`src/hdl/ppc_pkg.sv`:
```
// Package: shared types and constants for the polygon area/perimeter/centroid block.
package ppc_pkg;

  localparam int COORD_BITS = 16;
  localparam int SQRT_STEPS = 25;
  localparam int DIV_STEPS  = 62;
  localparam int CNT_W      = 6;

  typedef enum logic [3:0] {
    ST_IDLE,
    ST_FIRST,
    ST_LOAD,
    ST_MUL1,
    ST_MUL2,
    ST_MUL3,
    ST_MACC,
    ST_SQRT,
    ST_SQRT_END,
    ST_DIV_SETUP,
    ST_DIV,
    ST_DIV_END,
    ST_RESULT
  } ppc_state_t;

  typedef struct packed {
    logic take;
    logic set_first;
    logic load_edge;
    logic closing;
    logic mul1;
    logic mul2;
    logic mul3;
    logic macc;
    logic sqrt_step;
    logic sqrt_end;
    logic div_setup;
    logic div_sel;
    logic div_step;
    logic div_end;
    logic load_result;
  } ppc_cmd_t;

  typedef struct packed {
    logic degen;
  } ppc_status_t;

endpackage

```
`src/hdl/ppc_ctrl.sv`:
```
// Controller: sequences edge math, square root and the two closing divisions.
module ppc_ctrl import ppc_pkg::*; (
  input  logic        clk,
  input  logic        rst_n,
  input  logic        in_valid,
  input  logic        in_last,
  output logic        in_ready,
  output logic        out_valid,
  input  logic        out_ready,
  input  ppc_status_t status,
  output ppc_cmd_t    cmd
);

  ppc_state_t       state_r, state_nxt;
  logic             have_first_r, have_first_nxt;
  logic             last_r, last_nxt;
  logic             closing_r, closing_nxt;
  logic             sel_r, sel_nxt;
  logic [CNT_W-1:0] cnt_r, cnt_nxt;
  logic             out_valid_r, out_valid_nxt;
  logic             out_free;

  assign out_free  = !out_valid_r || out_ready;
  assign in_ready  = (state_r == ST_IDLE);
  assign out_valid = out_valid_r;

  always_ff @(posedge clk) begin
    if (!rst_n) begin
      state_r      <= ST_IDLE;
      have_first_r <= 1'b0;
      last_r       <= 1'b0;
      closing_r    <= 1'b0;
      sel_r        <= 1'b0;
      cnt_r        <= '0;
      out_valid_r  <= 1'b0;
    end else begin
      state_r      <= state_nxt;
      have_first_r <= have_first_nxt;
      last_r       <= last_nxt;
      closing_r    <= closing_nxt;
      sel_r        <= sel_nxt;
      cnt_r        <= cnt_nxt;
      out_valid_r  <= out_valid_nxt;
    end
  end

  // next state
  always_comb begin
    state_nxt      = state_r;
    have_first_nxt = have_first_r;
    last_nxt       = last_r;
    closing_nxt    = closing_r;
    sel_nxt        = sel_r;
    cnt_nxt        = cnt_r;
    out_valid_nxt  = out_valid_r && !out_ready;
    case (state_r)
      ST_IDLE: begin
        if (in_valid) begin
          last_nxt    = in_last;
          closing_nxt = 1'b0;
          state_nxt   = have_first_r ? ST_LOAD : ST_FIRST;
        end
      end
      ST_FIRST: begin
        have_first_nxt = 1'b1;
        if (last_r) begin
          closing_nxt = 1'b1;
          state_nxt   = ST_LOAD;
        end else begin
          state_nxt = ST_IDLE;
        end
      end
      ST_LOAD:  state_nxt = ST_MUL1;
      ST_MUL1:  state_nxt = ST_MUL2;
      ST_MUL2:  state_nxt = ST_MUL3;
      ST_MUL3:  state_nxt = ST_MACC;
      ST_MACC: begin
        cnt_nxt   = '0;
        state_nxt = ST_SQRT;
      end
      ST_SQRT: begin
        cnt_nxt = cnt_r + 1'b1;
        if (cnt_r == CNT_W'(SQRT_STEPS - 1)) state_nxt = ST_SQRT_END;
      end
      ST_SQRT_END: begin
        if (closing_r) begin
          sel_nxt   = 1'b0;
          state_nxt = status.degen ? ST_RESULT : ST_DIV_SETUP;
        end else if (last_r) begin
          closing_nxt = 1'b1;
          state_nxt   = ST_LOAD;
        end else begin
          state_nxt = ST_IDLE;
        end
      end
      ST_DIV_SETUP: begin
        cnt_nxt   = '0;
        state_nxt = ST_DIV;
      end
      ST_DIV: begin
        cnt_nxt = cnt_r + 1'b1;
        if (cnt_r == CNT_W'(DIV_STEPS - 1)) state_nxt = ST_DIV_END;
      end
      ST_DIV_END: begin
        if (!sel_r) begin
          sel_nxt   = 1'b1;
          state_nxt = ST_DIV_SETUP;
        end else begin
          state_nxt = ST_RESULT;
        end
      end
      ST_RESULT: begin
        if (out_free) begin
          out_valid_nxt  = 1'b1;
          have_first_nxt = 1'b0;
          state_nxt      = ST_IDLE;
        end
      end
      default: state_nxt = ST_IDLE;
    endcase
  end

  // commands
  always_comb begin
    cmd         = '0;
    cmd.closing = closing_r;
    cmd.div_sel = sel_r;
    case (state_r)
      ST_IDLE:      cmd.take        = in_valid;
      ST_FIRST:     cmd.set_first   = 1'b1;
      ST_LOAD:      cmd.load_edge   = 1'b1;
      ST_MUL1:      cmd.mul1        = 1'b1;
      ST_MUL2:      cmd.mul2        = 1'b1;
      ST_MUL3:      cmd.mul3        = 1'b1;
      ST_MACC:      cmd.macc        = 1'b1;
      ST_SQRT:      cmd.sqrt_step   = 1'b1;
      ST_SQRT_END:  cmd.sqrt_end    = 1'b1;
      ST_DIV_SETUP: cmd.div_setup   = 1'b1;
      ST_DIV:       cmd.div_step    = 1'b1;
      ST_DIV_END:   cmd.div_end     = 1'b1;
      ST_RESULT:    cmd.load_result = out_free;
      default:      cmd.take        = 1'b0;
    endcase
  end

endmodule

```
`config.mk`:
```
export PLATFORM = sky130hd
export DESIGN_NAME = ppc_ctrl
export DESIGN_NICKNAME = d
export VERILOG_FILES = /design/src/hdl/ppc_pkg.sv /design/src/hdl/ppc_ctrl.sv
export SDC_FILE = /design/constraint.sdc
export NUM_CORES = 1
export LEC_CHECK = 0
export BUFFER_PORTS_ARGS = -buffer_cell sky130_fd_sc_hd__buf_2
export CAP_MARGIN = 20
export CORE_MARGIN = 2
export CORE_UTILIZATION = 53
export CTS_CLUSTER_SIZE = 28
export DETAILED_ROUTE_END_ITERATION = 12
export MAX_ROUTING_LAYER = met4
export PLACE_DENSITY = 0.79
export REMOVE_ABC_BUFFERS = 1
export SETUP_SLACK_MARGIN = 0.1
export SYNTH_ARGS = -nofsm -noshare
export SYNTH_HDL_FRONTEND = slang
export SYNTH_SLANG_ARGS = --single-unit
```
`constraint.sdc`:
```
create_clock -name clk -period 1.95 [get_ports clk]
set_input_delay 0.0975 -clock clk [delete_from_list [all_inputs] [get_ports clk]]
set_output_delay 0.0975 -clock clk [all_outputs]
set_load 0.01 [all_outputs]
```
; After elaboration in Yosys (flattened, before gate mapping)
; Index checks and enable logic that the tools add are counted.
[word_totals]
regBits = 15
inputBits = 6
output_inout_bits = 17
word_cells = 79
[op_classes]
add_sub_neg = 1
n_eq_ne = 20
mux = 35
n_reduce_logical = 16
[ops]
columns = op, n
row1 = $pmux W4 S13, 1
row2 = $mux W1, 21
row3 = $eq A4 B4 Y1 const B, 5
row4 = $mux W4, 5
row5 = $eq A4 B3 Y1 const B, 4
row6 = $ne A2 B2 Y1 const B, 6
row7 = $pmux W6 S2, 1
row8 = $eq A4 B2 Y1 const B, 2
row9 = $add A6 B1 Y6 const B, 1
row10 = $eq A6 B5 Y1 const B, 1
row11 = $eq A6 B6 Y1 const B, 1
row12 = $mux W3, 2
row13 = $reduce_and A2 Y1, 3
row14 = $reduce_bool A2 Y1, 3
row15 = $eq A4 B1 Y1 const B, 1
row16 = $logic_not A4 Y1, 1
row17 = $mux W2, 2
row18 = $pmux W1 S2, 2
row19 = $reduce_and A4 Y1, 1
row20 = $reduce_or A2 Y1, 2
row21 = $pmux W1 S3, 1
row22 = $reduce_and A3 Y1, 1
row23 = $reduce_bool A3 Y1, 1
row24 = $logic_not A1 Y1, 2
row25 = 2 further kinds, 2

; Depth between registers and ports, before layout
; Gate-level depths: netlist of the first run.
[logic_depth]
word_depth = 4
ltp_mapped = 7
ltp_nobuf = 7

; Least setup slack after synthesis of the first run
; No wires, ideal clock.
[synth_path]
path_kind = register -> register
from = register cnt_r[0]
to = register state_r[3]
setup_ps = 84
arrival_time_ps = 1390
required_time_ps = 1866
slack_ps = 475
stages_incl_launch_ff = 8
path_buffers = 0
synth_period_minus_slack_ps = 1475
cell_sequence = dfxtp_1 inv_1 ha_1 nor3b_1 a211oi_4 a21oi_2 and2_4 o31ai_2
[synth_between]
elab_chain_cells = 3
elab_cells_between_ends = 5
cone_classes = eq/ne (4) / reduce/logical (1)
[synth_rtl]
columns = element, line_no
row1 = start: declaration, ppc_ctrl.sv:19  ; logic [CNT_W-1:0] cnt_r, cnt_nxt;
row2 = start signal: assignment, ppc_ctrl.sv:42  ; cnt_r <= cnt_nxt;
row3 = $eq A6 B6 Y1 / $eq A6 B5 Y1 (equally long branches), "ppc_ctrl.sv:102, ppc_ctrl.sv:83"
row4 = $ne A2 B2 Y1 (no source line), -
row5 = $reduce_and A4 Y1 (no source line) *, -
row6 = end signal: assignment, ppc_ctrl.sv:37  ; state_r <= state_nxt;
row7 = end: declaration, ppc_ctrl.sv:14  ; ppc_state_t state_r, state_nxt;
; Mark *: on every way between the ends. The rest lies on a longest branch, timed or not.
; A chain may end at the register's enable or synchronous reset.

==> results of run 1 <==
-- registers in the layout (all words and copies together), names as in the netlist --
name          flops
closing_r         1
cnt_r             6
have_first_r      1
last_r            1
out_valid         1
sel_r             1
state_r           4
-- cells by family after synthesis --
family | synth area share (%)
AOI/OAI and AO/OA | 27.5
xor gates and xnor gates | 0.826
adders and majority gates | 3.54
buffers and inverters | 8.73
DFF | 28.3
and+or+nand+nor | 31.1
-- timing repair --
item,4_1_cts,5_1_grt
hold buffers,0,0
buffers inserted,0,0
gates resized for setup,0,3
endpoints found under the setup margin,0,6
-- stage by stage --
stage	instance area (um2)	power, mW	hold WS, ns
floorplan	1000	0.855	0.216
global placement	1180	1.04	0.344
detailed placement	1180	1.06	0.350
CTS	1200	1.26	0.0313
global route	1210	1.36	0.0386
finish	1210	1.27	0.0272
-- per-layer routing --
metal / share of wire [%] / vias up / global-route usage (%)
li1: - / 537 / -
met1: 46 / 491 / 30.5
met2: 50 / 16 / 41.1
met3: 2.2 / 4 / 2.78
met4: 1.2 / 0 / 7.14
met5: 0 / - / -
-- report_power, final --
group	internal, mW	leakage [nW]	total [mW]	switching (mW)
Sequential	0.352	0.123	0.460	0.108
Combinational	0.262	0.365	0.614	0.352
Clock	0.0764	0.0177	0.192	0.115
Total	0.690	0.505	1.27	0.576
-- final timing paths --
path / start / end / cells after the start
max: state_r[0] / cmd[14] / 5
min: in_last / last_r / 3
max reg2reg: state_r[0] / state_r[3] / 5
min reg2reg: cnt_r[4] / cnt_r[4] / 1
-- placed cells by master (no fill, tap or decap), types with 3 or more instances in the layout --
master and count:
clkbuf_4 3, buf_2 22, nor2_1 23, nand2b_1 5, nand4_1 3, dfxtp_2 3
a21oi_1 15, dfxtp_1 12, nand3_1 3, nor3_1 6, buf_4 4, nand2_1 9
ha_1 3, o21ai_0 5, a32oi_1 3, inv_1 7, o21ai_1 3
-- cell type report --
cell class                      instances  area, um2
Clock buffer                            3       22.5
Timing Repair Buffer                   26        140
Inverter                                9       33.8
Multi-Input combinational cell        108        668
Fill cell                             184        714
Sequential cell                        15        304
Clock inverter                          1       5.00
Tap cell                               27       33.8
-- worst register-to-register path, delay by kind of cell, from the launching register on --
family	cells	cell delay (ns)
compound gates	2	0.39
buf+inv	1	0.21
flops	1	0.42
simple gates	2	0.52
==> metrics.txt, run 1 <==
# TYPE chip_impl_metric gauge
chip_impl_info{name="nature_of_the_critical_path_endpoint",value="output pin"} 1
chip_impl_info{name="synth.most_common_cell",value="nor2_1"} 1
chip_impl_metric{name="synth-warning-count",unit=""} 0
chip_impl_metric{name="max_stage_delay",unit="ns"} 0.42
chip_impl_metric{name="finClkSkew",unit="ns"} 0.00341
chip_impl_metric{name="dpl.hpwl",unit="um"} 1830
chip_impl_metric{name="cell_count_after_synthesis",unit=""} 141
chip_impl_metric{name="max_cap_check_violation_count",unit=""} 0
chip_impl_metric{name="timing_worst_slew_pin_value",unit="ns"} 0.494
chip_impl_metric{name="setup_viol",unit=""} 0
chip_impl_metric{name="dieWidth",unit="um"} 48.7
chip_impl_metric{name="layout.nets",unit=""} 172
chip_impl_metric{name="min_clock_period_post_route",unit="ns"} 1.70
chip_impl_metric{name="count_of_flip_flops_with_a_built_in_enable_after_synthesis",unit=""} 0
chip_impl_metric{name="req_time_crit_path",unit="ns"} 1.85
chip_impl_metric{name="cts-htree-levels",unit=""} 1
chip_impl_metric{name="ctsLongestPathBuffers",unit=""} 2
chip_impl_metric{name="die_area",unit="um2"} 2380
chip_impl_metric{name="power_density",unit="nW/um2"} 1050
chip_impl_metric{name="power.leakage",unit="nW"} 0.505
chip_impl_info{name="synth_ff_type",value="dfxtp_1"} 1
chip_impl_info{name="yosys.area.top_type",value="dfxtp_1"} 1
chip_impl_metric{name="drt-vias-per-instance",unit=""} 5.54
chip_impl_metric{name="clock-sinks",unit=""} 15
chip_impl_info{name="worstSetupStartpointType",value="register"} 1
chip_impl_metric{name="layout_worst_path_cycle_share",unit="%"} 87.1
chip_impl_metric{name="detail_route.first_pass.iterations",unit=""} 4
chip_impl_metric{name="pin_count_of_the_biggest_net_entering_global_routing",unit=""} 17
chip_impl_metric{name="setup_slack_of_the_critical_path_after_layout",unit="ns"} 0.251
chip_impl_info{name="grt_setup_unrepaired",value="no"} 1
chip_impl_metric{name="detail_route.iter0.violations",unit=""} 10
chip_impl_metric{name="portBuffers",unit=""} 22
chip_impl_metric{name="max_slew_margin",unit="%"} 67.0
chip_impl_metric{name="grt.overflow.total",unit=""} 0
chip_impl_info{name="synth.top_cells.by_area",value="dfxtp_1 (28%), nor2_1 (8.1%), a21oi_1 (7.1%), ha_1 (3.5%), nand2_1 (3.2%)"} 1
chip_impl_metric{name="routed_wirelength_normalized_by_instance_count",unit="um"} 13.3
chip_impl_metric{name="postLayoutCoreUtil",unit="%"} 62.8
chip_impl_metric{name="insertedDiodeCount",unit=""} 0
chip_impl_metric{name="synth_sequential_area_ratio",unit="%"} 28.3
chip_impl_metric{name="worst-r2r-setup-slack",unit="ns"} 0.31
chip_impl_metric{name="dr_total_vias",unit=""} 1048
chip_impl_metric{name="initial_core_util",unit="%"} 55.2
chip_impl_metric{name="drt_drc_violations_left",unit=""} 0
chip_impl_metric{name="grt_usage",unit="%"} 24.3
chip_impl_metric{name="drt_wl_total",unit="um"} 2510
chip_impl_metric{name="y_dimension_of_the_die",unit="um"} 48.7
chip_impl_metric{name="numCtsBuffers",unit=""} 3
chip_impl_metric{name="fp-row-count",unit=""} 16
chip_impl_metric{name="grt_first_pass_wirelength",unit="um"} 4490
chip_impl_metric{name="area_of_the_mapped_netlist",unit="um2"} 1060
chip_impl_info{name="status",value="finished, final reports clean"} 1
chip_impl_metric{name="grt_pass1_vias",unit=""} 1000
chip_impl_metric{name="asyncSetResetFlopFracSynth",unit="%"} 0
chip_impl_metric{name="hold_viol",unit=""} 0
chip_impl_metric{name="post-synth-top-area-fraction",unit="%"} 28.3
chip_impl_info{name="most_frequent_cells_after_synthesis",value="nor2_1 (23), a21oi_1 (15), dfxtp_1 (15), nand2_1 (9), inv_1 (7)"} 1
chip_impl_metric{name="share_of_cells_above_drive_strength_1",unit="%"} 29.0
chip_impl_metric{name="critical_path.n_buffers_inverters",unit=""} 3
chip_impl_metric{name="fin_cells",unit=""} 189
chip_impl_metric{name="ir_worst_vdd",unit="V"} 0.000502
chip_impl_metric{name="cp_max_fo",unit=""} 9
chip_impl_metric{name="core",unit="um2"} 1920
chip_impl_metric{name="antenna_violating_nets_post_route",unit=""} 0
chip_impl_metric{name="syn-mean-instance-area",unit="um2"} 7.52
chip_impl_info{name="crit_family",value="simple AND/OR/NAND/NOR gates"} 1
chip_impl_metric{name="initial_antenna_violation_count",unit=""} 0
chip_impl_info{name="cts.root.buffer_cell",value="clkbuf_4"} 1
chip_impl_metric{name="clk_latency",unit="ns"} 0.29
chip_impl_metric{name="num_io_pins",unit=""} 23
chip_impl_info{name="crit_path_cell_trace",value="buf_4 -> nor4_2 -> nand2_1 -> clkinv_1 -> buf_2"} 1
chip_impl_info{name="critical_path.slowest_cell",value="dfxtp_1"} 1
chip_impl_info{name="hp-class",value="in -> reg"} 1
chip_impl_info{name="clock_tree_from_tritoncts",value="yes"} 1
chip_impl_metric{name="fmaxAchievable",unit="MHz"} 589
chip_impl_metric{name="final_max_slew_viol_count",unit=""} 0
chip_impl_metric{name="clkSlewWorstSetupHoldPaths",unit="ns"} 0.10
chip_impl_metric{name="worst-endpoint-arrival",unit="ns"} 1.60
chip_impl_metric{name="synth-seq-cells",unit=""} 15
chip_impl_metric{name="post-place-cells",unit=""} 185
chip_impl_info{name="path_class",value="reg -> out"} 1
chip_impl_metric{name="finalSetupTns",unit="ns"} 0
chip_impl_metric{name="gp_congestion",unit=""} 0.891
chip_impl_metric{name="synth_cell_type_count",unit=""} 44
chip_impl_metric{name="place_ws",unit="ns"} 0.256
chip_impl_metric{name="area.growth.synth_to_final",unit="%"} 13.8
Note: power is estimated with default switching activity, not from simulation.
==> run 2: changes to the inputs <==
CELL_PAD_IN_SITES_DETAIL_PLACEMENT = 1   (was default)
CELL_PAD_IN_SITES_GLOBAL_PLACEMENT = 2   (was default)
CORE_UTILIZATION = 30   (was 53)
==> run 2 against run 1 <==
  * Critical path depth stayed put
  * Clock power is 2% lower
  * Clock-buffer cell count is 1 higher
  * Final cell count is 11% higher
  * Core utilization is 26 points lower
  * Hold slack better by 0.022 ns
  * Final area is 2.4% higher
  * Flip-flop and latch count stayed put
==> metrics.txt, run 2 (same netlist as run 1, synthesis figures left out) <==
# TYPE chip_impl_metric gauge
chip_impl_info{name="regMostFlops",value="cnt_r"} 1
chip_impl_info{name="cp-endpoint",value="state_r[2]"} 1
chip_impl_metric{name="insertedDiodeCount",unit=""} 0
chip_impl_metric{name="finClkSkew",unit="ns"} 0.00481
chip_impl_metric{name="initial_antenna_violation_count",unit=""} 0
chip_impl_metric{name="worst-path-stages",unit=""} 5
chip_impl_metric{name="area.growth.synth_to_final",unit="%"} 16.5
chip_impl_metric{name="power.combinational.fraction",unit="%"} 51.4
chip_impl_metric{name="pin_count_of_the_biggest_net_entering_global_routing",unit=""} 17
chip_impl_metric{name="final_max_slew_viol_count",unit=""} 0
chip_impl_info{name="grt_setup_unrepaired",value="no"} 1
chip_impl_metric{name="place_ws",unit="ns"} 0.231
chip_impl_info{name="worst_setup_path_startpoint",value="state_r[0]"} 1
chip_impl_info{name="worstSetupStartpointType",value="register"} 1
chip_impl_metric{name="setup_viol",unit=""} 0
chip_impl_info{name="cts.root.buffer_cell",value="clkbuf_4"} 1
chip_impl_metric{name="layout_worst_path_cycle_share",unit="%"} 85.8
chip_impl_metric{name="final.fill_count",unit=""} 456
chip_impl_metric{name="cts.repair_timing.setup_buffer_count",unit=""} 0
chip_impl_info{name="crit_family",value="simple AND/OR/NAND/NOR gates"} 1
chip_impl_metric{name="standard_cell_area_after_detailed_placement",unit="um2"} 1210
chip_impl_metric{name="worst-endpoint-arrival",unit="ns"} 1.84
chip_impl_metric{name="clkPwrFrac",unit="%"} 14.6
chip_impl_metric{name="antenna_violating_nets_post_route",unit=""} 0
chip_impl_metric{name="grt_first_pass_wirelength",unit="um"} 5110
chip_impl_metric{name="fmaxAchievable",unit="MHz"} 598
chip_impl_info{name="largestRegisters",value="cnt_r x6, state_r x4"} 1
chip_impl_metric{name="fp-row-count",unit=""} 21
chip_impl_metric{name="drt_wl_total",unit="um"} 3030
chip_impl_metric{name="reg2regPathDepth",unit=""} 5
chip_impl_metric{name="post_cts_hold_buffer_count",unit=""} 0
chip_impl_info{name="crit_path_cell_trace",value="nor2_1 -> and3_1 -> a22oi_1 -> and2_4 -> o31ai_2"} 1
chip_impl_metric{name="routed_wirelength_normalized_by_instance_count",unit="um"} 14.5
chip_impl_info{name="nature_of_the_critical_path_endpoint",value="register"} 1
chip_impl_metric{name="holdWs",unit="ns"} 0.0496
chip_impl_metric{name="netsw",unit="uW"} 590
chip_impl_metric{name="share_of_total_power_in_sequential_cells",unit="%"} 34.1
chip_impl_metric{name="finalSetupTns",unit="ns"} 0
chip_impl_metric{name="power_density",unit="nW/um2"} 1040
chip_impl_metric{name="max_ffs_per_register",unit=""} 6
chip_impl_metric{name="req_time_crit_path",unit="ns"} 2.12
chip_impl_metric{name="grt.overflow.total",unit=""} 0
chip_impl_metric{name="cp_max_fo",unit=""} 9
chip_impl_metric{name="num_io_pins",unit=""} 23
chip_impl_metric{name="dpl.hpwl",unit="um"} 2370
chip_impl_metric{name="drt_drc_violations_left",unit=""} 0
chip_impl_metric{name="grt_pass1_vias",unit=""} 1131
chip_impl_metric{name="power.leakage",unit="nW"} 0.508
chip_impl_metric{name="p_int",unit="uW"} 701
chip_impl_metric{name="cts-htree-levels",unit=""} 1
chip_impl_info{name="r2r_end",value="state_r[2]"} 1
chip_impl_metric{name="share_of_cells_above_drive_strength_1",unit="%"} 28.2
chip_impl_metric{name="fin_cells",unit=""} 209
chip_impl_metric{name="post-place-cells",unit=""} 205
chip_impl_metric{name="ir_worst_vdd",unit="V"} 0.000247
chip_impl_metric{name="critical_path.n_buffers_inverters",unit=""} 0
chip_impl_metric{name="detail_route.iter0.violations",unit=""} 31
chip_impl_metric{name="portBuffers",unit=""} 22
chip_impl_info{name="mostFrequentLayoutCell",value="nor2_1"} 1
chip_impl_metric{name="y_dimension_of_the_die",unit="um"} 63.5
chip_impl_metric{name="min_clock_period_post_route",unit="ns"} 1.67
chip_impl_metric{name="max_slew_margin",unit="%"} 66.9
chip_impl_metric{name="ctsLongestPathBuffers",unit=""} 2
chip_impl_metric{name="area_of_all_placed_cells_without_fillers",unit="um2"} 1240
chip_impl_metric{name="layout.nets",unit=""} 173
chip_impl_info{name="clock_tree_from_tritoncts",value="yes"} 1
chip_impl_metric{name="power.total",unit="mW"} 1.29
chip_impl_metric{name="die_area",unit="um2"} 4030
chip_impl_metric{name="max_cap_check_violation_count",unit=""} 0
chip_impl_info{name="critical_path.slowest_cell",value="dfxtp_1"} 1
chip_impl_metric{name="clkSlewWorstSetupHoldPaths",unit="ns"} 0.10
chip_impl_metric{name="post_cts.resized_instances",unit=""} 0
chip_impl_metric{name="numCtsBuffers",unit=""} 3
chip_impl_metric{name="detail_route.first_pass.iterations",unit=""} 4
chip_impl_metric{name="dieWidth",unit="um"} 63.5
chip_impl_info{name="hp-class",value="in -> reg"} 1
chip_impl_info{name="final_cell_mix",value="nor2_1 (23), buf_2 (22), a21oi_1 (15)"} 1
chip_impl_metric{name="setup_slack_of_the_critical_path_after_layout",unit="ns"} 0.277
chip_impl_info{name="timing.hold.worst.start",value="in_last"} 1
chip_impl_metric{name="sw_frac_of_total",unit="%"} 45.7
chip_impl_metric{name="dr_total_vias",unit=""} 1068
chip_impl_info{name="path_class",value="reg -> reg"} 1
chip_impl_metric{name="gp_congestion",unit=""} 0.815
chip_impl_metric{name="initial_core_util",unit="%"} 31.5
chip_impl_metric{name="grt_usage",unit="%"} 16.3
chip_impl_metric{name="clock-sinks",unit=""} 15
chip_impl_metric{name="drt-vias-per-instance",unit=""} 5.11
chip_impl_metric{name="postLayoutCoreUtil",unit="%"} 36.8
chip_impl_metric{name="hold_viol",unit=""} 0
chip_impl_metric{name="clk_latency",unit="ns"} 0.29
chip_impl_metric{name="max_stage_delay",unit="ns"} 0.53
chip_impl_info{name="status",value="finished, final reports clean"} 1
chip_impl_info{name="regToRegStartpoint",value="state_r[0]"} 1
chip_impl_metric{name="worst-r2r-setup-slack",unit="ns"} 0.28
chip_impl_metric{name="timing_worst_slew_pin_value",unit="ns"} 0.496
chip_impl_metric{name="core",unit="um2"} 3360
[run 2: cell count changes in the layout (fill, tap and decap cells not counted)]
cell | previous run | this run
dfxtp_2 | 3 | 2
clkbuf_1 | 0 | 1
clkinv_2 | 1 | 0
dfxtp_1 | 12 | 13
buf_4 | 4 | 5
[run 2: area by class of cell]
type	instances	area [um2]	area share, %
clock buffers	4	26.3	2.13
inverters	9	33.8	2.73
multi-input cells	108	668	54.0
flip-flops and latches	15	303	24.5
well taps	46	57.6	4.66
repair buffers	27	148	11.9
[run 2: worst register-to-register path: stages, from the launching register on]
cell	delay, ns
dfxtp_1	0.53
nor2_1	0.12
and3_1	0.21
a22oi_1	0.39
and2_4	0.25
o31ai_2	0.05
[run 2: power by group through the flow]
stage	Clock, mW	Sequential [mW]	Combinational [mW]
after floorplan	0	0.460	0.395
after global placement	0	0.437	0.650
after detailed placement	0	0.444	0.666
after CTS	0.196	0.437	0.670
after global routing	0.209	0.450	0.747
final	0.188	0.440	0.664
[run 2: worst min-delay path by stage]
stage,depth (start not counted),end,slack [ns]
final,3,last_r,0.05
after floorplan,2,state_r[2],0.22
after detailed placement,3,last_r,0.36
after CTS,3,last_r,0.05
after global routing,3,last_r,0.07
after global placement,3,last_r,0.34
[run 2: routing by layer]
layer / GRT usage [%] / vias up / routed length, um
met2: 29.3 / 13 / 1570
li1: - / 536 / -
met3: 2.68 / 5 / 67
met4: 4.08 / 0 / 29
met1: 18.8 / 514 / 1360
met5: - / - / 0
==> run 3: changes to the inputs <==
HOLD_SLACK_MARGIN = 0.06   (was default)
==> run 3 against run 2 <==
  * Global-route usage rose by 0.077 points
  * Clock-buffer cell count did not move
  * Critical path type unchanged
  * Critical endpoint unchanged
  * Non-clock buffer count rose by 1
  * Flip-flop and latch count did not move
  * Highest routed layer unchanged
  * Routed wire length rose by 0.43%
  * Total power rose by 0.10%
==> metrics.txt, run 3 (same netlist as run 1, synthesis figures left out) <==
# TYPE chip_impl_metric gauge
chip_impl_metric{name="grt_usage",unit="%"} 16.4
chip_impl_metric{name="worst-endpoint-arrival",unit="ns"} 1.84
chip_impl_info{name="grt_setup_unrepaired",value="no"} 1
chip_impl_metric{name="gp_congestion",unit=""} 0.815
chip_impl_metric{name="detail_route.iter0.violations",unit=""} 33
chip_impl_info{name="clock_tree_from_tritoncts",value="yes"} 1
chip_impl_metric{name="ctsLongestPathBuffers",unit=""} 2
chip_impl_metric{name="holdWs",unit="ns"} 0.104
chip_impl_metric{name="max_cap_check_violation_count",unit=""} 0
chip_impl_metric{name="max_slew_margin",unit="%"} 66.9
chip_impl_metric{name="footprint_of_the_multi_input_gates",unit="um2"} 668
chip_impl_metric{name="dr_total_vias",unit=""} 1072
chip_impl_metric{name="initial_antenna_violation_count",unit=""} 0
chip_impl_metric{name="clock-sinks",unit=""} 15
chip_impl_metric{name="die_area",unit="um2"} 4030
chip_impl_metric{name="drt-vias-per-instance",unit=""} 5.10
chip_impl_info{name="crit_path_cell_trace",value="nor2_1 -> and3_1 -> a22oi_1 -> and2_4 -> o31ai_2"} 1
chip_impl_metric{name="place_ws",unit="ns"} 0.231
chip_impl_metric{name="initial_core_util",unit="%"} 31.5
chip_impl_metric{name="dieWidth",unit="um"} 63.5
chip_impl_metric{name="cp_max_fo",unit=""} 9
chip_impl_metric{name="timing_worst_slew_pin_value",unit="ns"} 0.496
chip_impl_metric{name="detail_route.first_pass.iterations",unit=""} 4
chip_impl_metric{name="max_ffs_per_register",unit=""} 6
chip_impl_info{name="critical_path.slowest_cell",value="dfxtp_1"} 1
chip_impl_metric{name="worst-r2r-setup-slack",unit="ns"} 0.28
chip_impl_info{name="path_class",value="reg -> reg"} 1
chip_impl_metric{name="insertedDiodeCount",unit=""} 0
chip_impl_metric{name="setup_slack_of_the_critical_path_after_layout",unit="ns"} 0.277
chip_impl_metric{name="antenna_violating_nets_post_route",unit=""} 0
chip_impl_info{name="regMostFlops",value="cnt_r"} 1
chip_impl_metric{name="share_of_cells_above_drive_strength_1",unit="%"} 28.0
chip_impl_metric{name="drt_drc_violations_left",unit=""} 0
chip_impl_metric{name="portBuffers",unit=""} 22
chip_impl_metric{name="grt_pass1_vias",unit=""} 1137
chip_impl_metric{name="timing.hold.worst_path_depth",unit=""} 3
chip_impl_metric{name="max_stage_delay",unit="ns"} 0.53
chip_impl_metric{name="hold_viol",unit=""} 0
chip_impl_metric{name="req_time_crit_path",unit="ns"} 2.12
chip_impl_metric{name="dpl.hpwl",unit="um"} 2370
chip_impl_metric{name="critical_path.n_buffers_inverters",unit=""} 0
chip_impl_info{name="crit_family",value="simple AND/OR/NAND/NOR gates"} 1
chip_impl_metric{name="cts-htree-levels",unit=""} 1
chip_impl_metric{name="layout_worst_path_cycle_share",unit="%"} 85.8
chip_impl_metric{name="power.leakage",unit="nW"} 0.512
chip_impl_info{name="largestRegisters",value="cnt_r x6, state_r x4"} 1
chip_impl_metric{name="finalSetupTns",unit="ns"} 0
chip_impl_info{name="timing.hold.worst.start",value="rst_n"} 1
chip_impl_info{name="regToRegStartpoint",value="state_r[0]"} 1
chip_impl_info{name="min_delay_worst_endpoint",value="state_r[2]"} 1
chip_impl_info{name="cts.root.buffer_cell",value="clkbuf_4"} 1
chip_impl_metric{name="power_density",unit="nW/um2"} 1040
chip_impl_metric{name="setup_viol",unit=""} 0
chip_impl_info{name="mostFrequentLayoutCell",value="nor2_1"} 1
chip_impl_metric{name="pin_count_of_the_biggest_net_entering_global_routing",unit=""} 17
chip_impl_metric{name="core",unit="um2"} 3360
chip_impl_metric{name="ff_latch_area",unit="um2"} 303
chip_impl_info{name="r2r_end",value="state_r[2]"} 1
chip_impl_metric{name="finClkSkew",unit="ns"} 0.00481
chip_impl_metric{name="numCtsBuffers",unit=""} 3
chip_impl_metric{name="num_io_pins",unit=""} 23
chip_impl_metric{name="fmaxAchievable",unit="MHz"} 598
chip_impl_metric{name="min_clock_period_post_route",unit="ns"} 1.67
chip_impl_metric{name="postLayoutCoreUtil",unit="%"} 37.1
chip_impl_info{name="status",value="finished, final reports clean"} 1
chip_impl_metric{name="final.fill_count",unit=""} 455
chip_impl_metric{name="grt.overflow.total",unit=""} 0
chip_impl_metric{name="routed_wirelength_normalized_by_instance_count",unit="um"} 14.5
chip_impl_info{name="nature_of_the_critical_path_endpoint",value="register"} 1
chip_impl_metric{name="drt_wl_total",unit="um"} 3040
chip_impl_metric{name="power.total",unit="mW"} 1.29
chip_impl_metric{name="clk_latency",unit="ns"} 0.29
chip_impl_metric{name="ir_worst_vdd",unit="V"} 0.000247
chip_impl_metric{name="layout.nets",unit=""} 174
chip_impl_info{name="hp-class",value="in -> reg"} 1
chip_impl_metric{name="reg2regPathDepth",unit=""} 5
chip_impl_metric{name="grt_first_pass_wirelength",unit="um"} 5130
chip_impl_metric{name="cts.repair_timing.setup_buffer_count",unit=""} 0
chip_impl_metric{name="fp-row-count",unit=""} 21
chip_impl_metric{name="final_max_slew_viol_count",unit=""} 0
chip_impl_metric{name="clkSlewWorstSetupHoldPaths",unit="ns"} 0.10
chip_impl_metric{name="y_dimension_of_the_die",unit="um"} 63.5
chip_impl_metric{name="area.growth.synth_to_final",unit="%"} 17.5
chip_impl_info{name="worstSetupStartpointType",value="register"} 1
chip_impl_info{name="final_cell_mix",value="nor2_1 (23), buf_2 (22), a21oi_1 (15)"} 1
run 3: area by class of cell:
cell class              instances  area share, %
clock buffers                   4           2.11
multi-input cells             108           53.6
inverters                       9           2.71
flip-flops and latches         15           24.3
well taps                      46           4.62
repair buffers                 28           12.7
run 3: report_power, final:
part / switching [mW] / internal (mW) / leakage [nW]
clock network: 0.109 / 0.0795 / 0.0150
logic: 0.391 / 0.274 / 0.374
registers: 0.0909 / 0.349 / 0.123
total: 0.591 / 0.702 / 0.512
run 3: worst max path at each step:
stage	start	cells after the start	end	slack, ns
after floorplan	state_r[1]	5	cnt_r[5]	0.37
after global placement	state_r[2]	5	state_r[3]	0.31
after detailed placement	state_r[2]	5	cnt_r[5]	0.23
after CTS	state_r[2]	3	cmd[9]	0.21
after global routing	state_r[0]	4	cmd[13]	0.12
final	state_r[0]	5	state_r[2]	0.28
run 3: stage by stage:
stage               instance area [um2]  instances
floorplan                          1000        132
global placement                   1210        205
finish                             1250        210
CTS                                1240        210
detailed placement                 1210        205
global route                       1250        210
run 3: timing repair:
action / in CTS / in global routing
setup endpoints to repair: 0 / 4
hold endpoints to repair: 1 / 0
resized for setup: 0 / 2
hold buffers: 1 / 0
run 3: metal layers:
metal | GRT usage (%) | vias to the layer above | wire length (um)
li1 | - | 538 | -
met1 | 18.8 | 516 | 1370
met2 | 29.6 | 13 | 1580
met3 | 2.68 | 5 | 66
met4 | 4.08 | 0 | 29
met5 | - | - | 0
run 3: worst reg2reg max path: stages (launching register included):
cell	delay, ns
dfxtp_1	0.53
nor2_1	0.12
and3_1	0.21
a22oi_1	0.39
and2_4	0.25
o31ai_2	0.05
